==> src/rtl/core/wsvn_pkg.sv <==
`timescale 1ns / 1ps
// ----------------------------------------------------------------------------
// wsvn_pkg
// Types, constants and helpers shared by the welded vertex normal block.
// ----------------------------------------------------------------------------
package wsvn_pkg;

  localparam int MAX_VERTICES  = 1024;
  localparam int IDX_W         = 10;
  localparam int CNT_W         = IDX_W + 1;
  localparam int POSITION_BITS = 24;
  localparam int FB_W          = 16;
  localparam int DIFF_W        = POSITION_BITS + 1;
  localparam int PROD_W        = 2 * DIFF_W;
  localparam int CROSS_W       = PROD_W + 1;
  localparam int SUM_W         = 64;
  localparam int NRM_W         = 16;

  typedef enum logic [1:0] {
    OP_LOAD  = 2'd0,
    OP_TRI   = 2'd1,
    OP_QUERY = 2'd2,
    OP_CLEAR = 2'd3
  } opcode_t;

  typedef enum logic [1:0] {
    SRC_SUM  = 2'd0,
    SRC_FB   = 2'd1,
    SRC_ZERO = 2'd2,
    SRC_NONE = 2'd3
  } source_t;

  typedef struct packed {
    logic [1:0]                      opcode;
    logic [IDX_W-1:0]                vertex_index;
    logic [IDX_W-1:0]                corner_a;
    logic [IDX_W-1:0]                corner_b;
    logic [IDX_W-1:0]                corner_c;
    logic signed [POSITION_BITS-1:0] pos_x;
    logic signed [POSITION_BITS-1:0] pos_y;
    logic signed [POSITION_BITS-1:0] pos_z;
    logic signed [FB_W-1:0]          fallback_x;
    logic signed [FB_W-1:0]          fallback_y;
    logic signed [FB_W-1:0]          fallback_z;
    logic                            has_fallback;
  } in_t;

  typedef struct packed {
    logic [IDX_W-1:0]        queried_index;
    logic signed [NRM_W-1:0] normal_x;
    logic signed [NRM_W-1:0] normal_y;
    logic signed [NRM_W-1:0] normal_z;
    logic [1:0]              source;
  } out_t;

  typedef struct packed {
    logic [POSITION_BITS-1:0] pos_x;
    logic [POSITION_BITS-1:0] pos_y;
    logic [POSITION_BITS-1:0] pos_z;
    logic signed [FB_W-1:0]   fb_x;
    logic signed [FB_W-1:0]   fb_y;
    logic signed [FB_W-1:0]   fb_z;
    logic                     has_fb;
    logic [IDX_W-1:0]         group;
  } vrec_t;

  typedef struct packed {
    logic signed [SUM_W-1:0] x;
    logic signed [SUM_W-1:0] y;
    logic signed [SUM_W-1:0] z;
  } sums_t;

  typedef struct packed {
    logic                    done;
    logic signed [NRM_W-1:0] x;
    logic signed [NRM_W-1:0] y;
    logic signed [NRM_W-1:0] z;
  } norm_res_t;

  function automatic logic signed [SUM_W-1:0] sat_add(
    input logic signed [SUM_W-1:0]   a,
    input logic signed [CROSS_W-1:0] b
  );
    logic signed [SUM_W:0] t;
    t = $signed({a[SUM_W-1], a}) + $signed({{(SUM_W+1-CROSS_W){b[CROSS_W-1]}}, b});
    if (t[SUM_W] != t[SUM_W-1]) begin
      return t[SUM_W] ? {1'b1, {(SUM_W-1){1'b0}}} : {1'b0, {(SUM_W-1){1'b1}}};
    end
    return t[SUM_W-1:0];
  endfunction

endpackage

==> src/rtl/core/wsvn_norm.sv <==
`timescale 1ns / 1ps
// ----------------------------------------------------------------------------
// wsvn_norm
// Scales a group sum into range, takes the integer root of its squared length
// and divides each component bit by bit into a Q1.15 unit normal.
// ----------------------------------------------------------------------------
module wsvn_norm (
  input  logic                clk,
  input  logic                rst_n,
  input  logic                start,
  input  wsvn_pkg::sums_t     sum_in,
  output wsvn_pkg::norm_res_t res
);
  import wsvn_pkg::*;

  typedef enum logic [5:0] {
    N_IDLE  = 6'b000001,
    N_SHIFT = 6'b000010,
    N_SQ    = 6'b000100,
    N_ROOT  = 6'b001000,
    N_LEN   = 6'b010000,
    N_DIV   = 6'b100000
  } nstate_t;

  localparam logic signed [SUM_W-1:0] LIM_P = SUM_W'(64'sd1073741824);
  localparam logic signed [SUM_W-1:0] LIM_N = -LIM_P;

  nstate_t                 state_r, state_nxt;
  logic signed [SUM_W-1:0] s_r [3];
  logic [61:0]             prod_r;
  logic [63:0]             sq_r, rem_r, root_r, bit_r;
  logic [1:0]              k_r;
  logic [4:0]              cnt_r;
  logic [30:0]             len_r;
  logic [31:0]             dr_r;
  logic [15:0]             q_r;
  logic signed [NRM_W-1:0] nrm_r [3];
  logic                    done_r;

  logic                    any_big;
  logic signed [30:0]      sl;
  logic signed [61:0]      sqp;
  logic [63:0]             rt;
  logic                    ge;
  logic [15:0]             qf, qc;
  logic signed [SUM_W-1:0] s_cur, s_next;

  function automatic logic big(input logic signed [SUM_W-1:0] v);
    return (v >= LIM_P) || (v <= LIM_N);
  endfunction

  function automatic logic [31:0] mag(input logic signed [SUM_W-1:0] v);
    logic signed [SUM_W-1:0] a;
    a = v[SUM_W-1] ? -v : v;
    return a[31:0];
  endfunction

  assign any_big = big(s_r[0]) || big(s_r[1]) || big(s_r[2]);

  always_comb begin
    unique case (k_r)
      2'd0:    begin s_cur = s_r[0]; s_next = s_r[1]; end
      2'd1:    begin s_cur = s_r[1]; s_next = s_r[2]; end
      default: begin s_cur = s_r[2]; s_next = s_r[2]; end
    endcase
  end

  assign sl  = s_cur[30:0];
  assign sqp = sl * sl;
  assign rt  = root_r + bit_r;
  assign ge  = dr_r >= {1'b0, len_r};
  assign qf  = {q_r[14:0], ge};
  assign qc  = (qf > 16'd32767) ? 16'd32767 : qf;

  always_comb begin
    state_nxt = state_r;
    unique case (state_r)
      N_IDLE:  if (start) state_nxt = N_SHIFT;
      N_SHIFT: if (!any_big) state_nxt = N_SQ;
      N_SQ:    if (k_r == 2'd3) state_nxt = N_ROOT;
      N_ROOT:  if (cnt_r == 5'd31) state_nxt = N_LEN;
      N_LEN:   state_nxt = N_DIV;
      N_DIV:   if (cnt_r == 5'd15 && k_r == 2'd2) state_nxt = N_IDLE;
      default: state_nxt = N_IDLE;
    endcase
  end

  always_ff @(posedge clk) begin
    if (!rst_n) begin
      state_r <= N_IDLE;
      done_r  <= 1'b0;
    end else begin
      state_r <= state_nxt;
      done_r  <= (state_r == N_DIV) && (cnt_r == 5'd15) && (k_r == 2'd2);
    end
  end

  always_ff @(posedge clk) begin
    unique case (state_r)
      N_IDLE: begin
        s_r[0] <= sum_in.x;
        s_r[1] <= sum_in.y;
        s_r[2] <= sum_in.z;
      end
      N_SHIFT: begin
        if (any_big) begin
          s_r[0] <= s_r[0] >>> 1;
          s_r[1] <= s_r[1] >>> 1;
          s_r[2] <= s_r[2] >>> 1;
        end else begin
          k_r  <= 2'd0;
          sq_r <= '0;
        end
      end
      N_SQ: begin
        prod_r <= sqp;
        if (k_r != 2'd0) sq_r <= sq_r + {2'b00, prod_r};
        k_r <= k_r + 2'd1;
        if (k_r == 2'd3) begin
          rem_r  <= sq_r + {2'b00, prod_r};
          root_r <= '0;
          bit_r  <= 64'd1 << 62;
          cnt_r  <= '0;
        end
      end
      N_ROOT: begin
        if (rem_r >= rt) begin
          rem_r  <= rem_r - rt;
          root_r <= (root_r >> 1) + bit_r;
        end else begin
          root_r <= root_r >> 1;
        end
        bit_r <= bit_r >> 2;
        cnt_r <= cnt_r + 5'd1;
      end
      N_LEN: begin
        len_r <= (root_r == '0) ? 31'd1 : root_r[30:0];
        k_r   <= 2'd0;
        cnt_r <= '0;
        q_r   <= '0;
        dr_r  <= mag(s_r[0]);
      end
      N_DIV: begin
        q_r   <= qf;
        dr_r  <= ge ? ((dr_r - {1'b0, len_r}) << 1) : (dr_r << 1);
        cnt_r <= cnt_r + 5'd1;
        if (cnt_r == 5'd15) begin
          nrm_r[k_r] <= s_cur[SUM_W-1] ? -$signed(qc) : $signed(qc);
          k_r   <= k_r + 2'd1;
          cnt_r <= '0;
          q_r   <= '0;
          dr_r  <= mag(s_next);
        end
      end
      default: ;
    endcase
  end

  assign res.done = done_r;
  assign res.x    = nrm_r[0];
  assign res.y    = nrm_r[1];
  assign res.z    = nrm_r[2];

endmodule

==> config.mk <==
export PLATFORM = sky130hd
export DESIGN_NAME = wsvn_norm
export DESIGN_NICKNAME = d
export VERILOG_FILES = /design/src/rtl/core/wsvn_pkg.sv /design/src/rtl/core/wsvn_norm.sv
export SDC_FILE = /design/constraint.sdc
export NUM_CORES = 2
export LEC_CHECK = 0
export ABC_AREA = 1
export BUFFER_PORTS_ARGS = -buffer_cell sky130_fd_sc_hd__buf_2
export CORE_MARGIN = 5
export CORE_UTILIZATION = 45
export DETAILED_ROUTE_END_ITERATION = 7
export SLEW_MARGIN = 5
export SYNTH_ARGS = -nofsm -noshare
export SYNTH_HDL_FRONTEND = slang
export SYNTH_SLANG_ARGS = --single-unit
==> constraint.sdc <==
create_clock -name clk -period 16.4 [get_ports clk]
set_input_delay 0.82 -clock clk [delete_from_list [all_inputs] [get_ports clk]]
set_output_delay 0.82 -clock clk [all_outputs]
set_load 0.01 [all_outputs]
==> summary.log <==
[timing] Clock Skews 42.7 ps
[cts] TritonCTS clock tree done
[die] total I/O pin count 244
[worst_setup_path] element type at the critical path end flip-flop
[synthesis] area leader, netlist fa_1
[grt] pin count of the biggest net entering global routing 112
[die] Total Die Area 0.181 mm2
[timing] post-layout min period 10910 ps
[hold_path] path class of the lowest-slack min-delay path input port to flip-flop
[timing] actual transition at the worst max-transition pin 1350 ps
[synthesis] cell count after synthesis 9866
[synthesis] number of enable flip-flop cells after synthesis 610
[route] antenna-violating nets left 0
[route] overall via count from detail_route 66.7k
[synthesis] most frequent cell after synthesis inv_1
[cts] CTS sink count 617
[synthesis] area of the mapped netlist 0.0775 mm2
[grt] number of global-route vias before repair 68.4k
[synthesis] average size of a mapped cell 7.86 um2
[cts] Resized Gates After CTS 0
[route] wire length per cell 21.2 um
[die] starting utilization of the core area 45.2%
[job] reported max-cap violation count 0
[worst_setup_path] largest driver fanout on the critical path 67
[die] Cell Rows 152
[grt] Overflow after GRT 0
[cts] maximum buffer depth of the clock tree 3
[cts] buffers inserted by post-CTS timing repair 0
[timing] share of the clock period used by the worst path 66.5%
[timing] Max-slew headroom 9.69%
[worst_setup_path] Worst Setup Start Kind flip-flop
[die] die width 425 um
[cells_and_area] area added between synthesis and finish 7.86%
[cts] hold-fix buffer count after cts 0
[synthesis] fraction of post-synthesis cell area in the top cell type by area 24.4%
[route] vias per cell 5.39
[cells_and_area] number of nets in the finished design 11.6k
[grt] global-route wire length before repair 403 mm
[place] number of port buffers 243
[worst_setup_path] CP max stage delay 850 ps
[run_status] result of the run completed
[route] DR pass1 iterations 6
[cells_and_area] post-layout util 48.8%
[cells_and_area] non-filler cells in the finished layout 12.4k
[cts] CTS clock-pin slew for the worst setup and hold paths 60 ps
[worst_setup_path] Critical Path RT 16800 ps
[worst_setup_path] critical path data arrival time 11310 ps
[timing] final count of pins violating max slew 0
[route] WL final 263 mm
[synthesis] Seq/Total Area, Yosys 23.8%
[cts] Max H-tree Level 3
[timing] Max Freq 0.0917 GHz
[die] height of the die 425 um
[place] cell count after placement 12.2k
[cts] clock tree root buffer cell clkbuf_16
[route] initial DRC count 6846
[timing] setup total negative slack 0 ps
[worst_setup_path] Crit Path Category flip-flop to flip-flop
[timing] setup repair after global routing missed its margin false
[synthesis] most numerous cell types in the synthesized netlist inv_1 (2273), nand2_1 (2115), fa_1 (944)
[cells_and_area] ratio of cells with drive above 1 in the final layout 5.11%
[synthesis] Mapped Nets 11.4k
[timing] number of hold-slack violations in the final timing report 0
[synthesis] fraction of registers with async set or reset after synthesis 0%
[synthesis] Synth Flop Type edfxtp_1
[synthesis] dominant cells by area after synthesis fa_1 (24%), edfxtp_1 (24%), inv_1 (11%)
[die] core box area 0.172 mm2
[synthesis] number of storage elements in the synthesis netlist 617
[place] final weighted congestion in routability-driven placement 1.01
[worst_setup_path] cell with the largest stage delay on the worst path a21oi_1
[timing] number of setup violations in the final report 0
[synthesis] total number of yosys warnings 0
[cts] clock latency at the later pin of the worst-skew pair 710 ps
[place] dpl hpwl 216 mm
[synthesis] count of cell types in the netlist 65
[grt] antenna violations before repair 23
[timing] Min Hold Slack 306 ps
[cts] TritonCTS buffer count 75
[grt] GR Util All Layers 29.0%
[route] DRC violation count after routing 0
final timing paths:
kind / start / end / slack (ps) / cells after the start
worst max-delay path: k_r[0] / prod_r[51] / 5490 / 32
worst min-delay path: sum_in[127] / s_r[0][127] / 310 / 1
worst max register to register: k_r[0] / prod_r[51] / 5490 / 32
worst min register to register: state_r[3] / state_r[3] / 500 / 2
kinds of logic (layout without fill, tap and decap cells):
logic type / after synthesis / in the layout / synth area share (%)
AO/OA/AOI/OAI: 1410 / 1410 / 10.0
flip-flops: 617 / 617 / 23.8
AND/OR/NAND/NOR: 3650 / 3650 / 19.2
buffers and inverters: 2545 / 2730 / 12.7
adder cells (fa/ha/maj): 1373 / 1373 / 31.3
XOR/XNOR: 270 / 270 / 3.07
other: 1 / 18 / 0.00484
flip-flops by register name, indices dropped and copies added, names as in the netlist:
register  flops
prod_r       61
root_r       64
s_r         192
nrm_r        48
dr_r         32
q_r          15
cnt_r         5
rem_r        64
state_r       6
len_r        31
sq_r         64
k_r           2
bit_r        32
done_r        1
layout make-up:
class | count | area, um2
clock buffers | 89 | 1950
inverters | 2286 | 8580
diodes | 17 | 42.5
well taps | 2310 | 2890
fillers | 17108 | 87900
flip-flops and latches | 617 | 18500
multi-input cells | 6704 | 49400
repair buffers | 309 | 1710
clock inverters | 46 | 574
per-stage QoR:
| stage | setup WS, ps | cell area [um2] |
|---|---|---|
| floorplan | 7900 | 77500 |
| global placement | 5580 | 81100 |
| detailed placement | 5570 | 81100 |
| CTS | 5490 | 83600 |
| global route | 4820 | 83600 |
| finish | 5490 | 83600 |
cell usage in the layout (no fill, tap or decap), types with 13 or more instances in the layout:
master | Yosys | layout
ha_1 | 429 | 428
o22ai_1 | 43 | 43
o211ai_1 | 26 | 26
clkbuf_1 | 157 | 13
xor2_1 | 163 | 163
nand3b_1 | 20 | 20
xnor2_1 | 106 | 106
fa_1 | 944 | 944
buf_2 | 59 | 243
o21bai_1 | 48 | 48
nor4_1 | 64 | 64
buf_4 | 13 | 66
inv_2 | 11 | 13
nand4_1 | 96 | 96
or2_2 | 23 | 23
inv_1 | 2273 | 2270
nand2_1 | 2115 | 2111
nor2_1 | 894 | 892
o21a_1 | 16 | 16
a31oi_1 | 40 | 40
o21ai_1 | 83 | 83
diode_2 | 0 | 17
o21ai_0 | 568 | 568
nor3_1 | 106 | 104
a21oi_1 | 466 | 465
clkbuf_16 | 0 | 76
nand3_1 | 296 | 295
a21o_1 | 47 | 47
edfxtp_1 | 610 | 610
per-layer routing:
metal  up-vias  track usage, %  routed length, um
met5         -               0                  8
met4         2            10.7              10900
met3       460            3.67              19700
met2      2635            47.8             122000
met1     32610            39.4             110000
li1      31023               -                  -
worst max-delay path: cells and delay by family (launching register included):
family | cells | cell delay, ps
fa+ha+maj | 10 | 4560
compound gates | 3 | 1310
flops | 1 | 440
simple gates | 7 | 1740
xor+xnor | 1 | 160
buf+inv | 11 | 2370
Power is left out: the tool's default activity adds up to more than one toggle a clock period on the data nets, which glitch-free logic cannot reach.
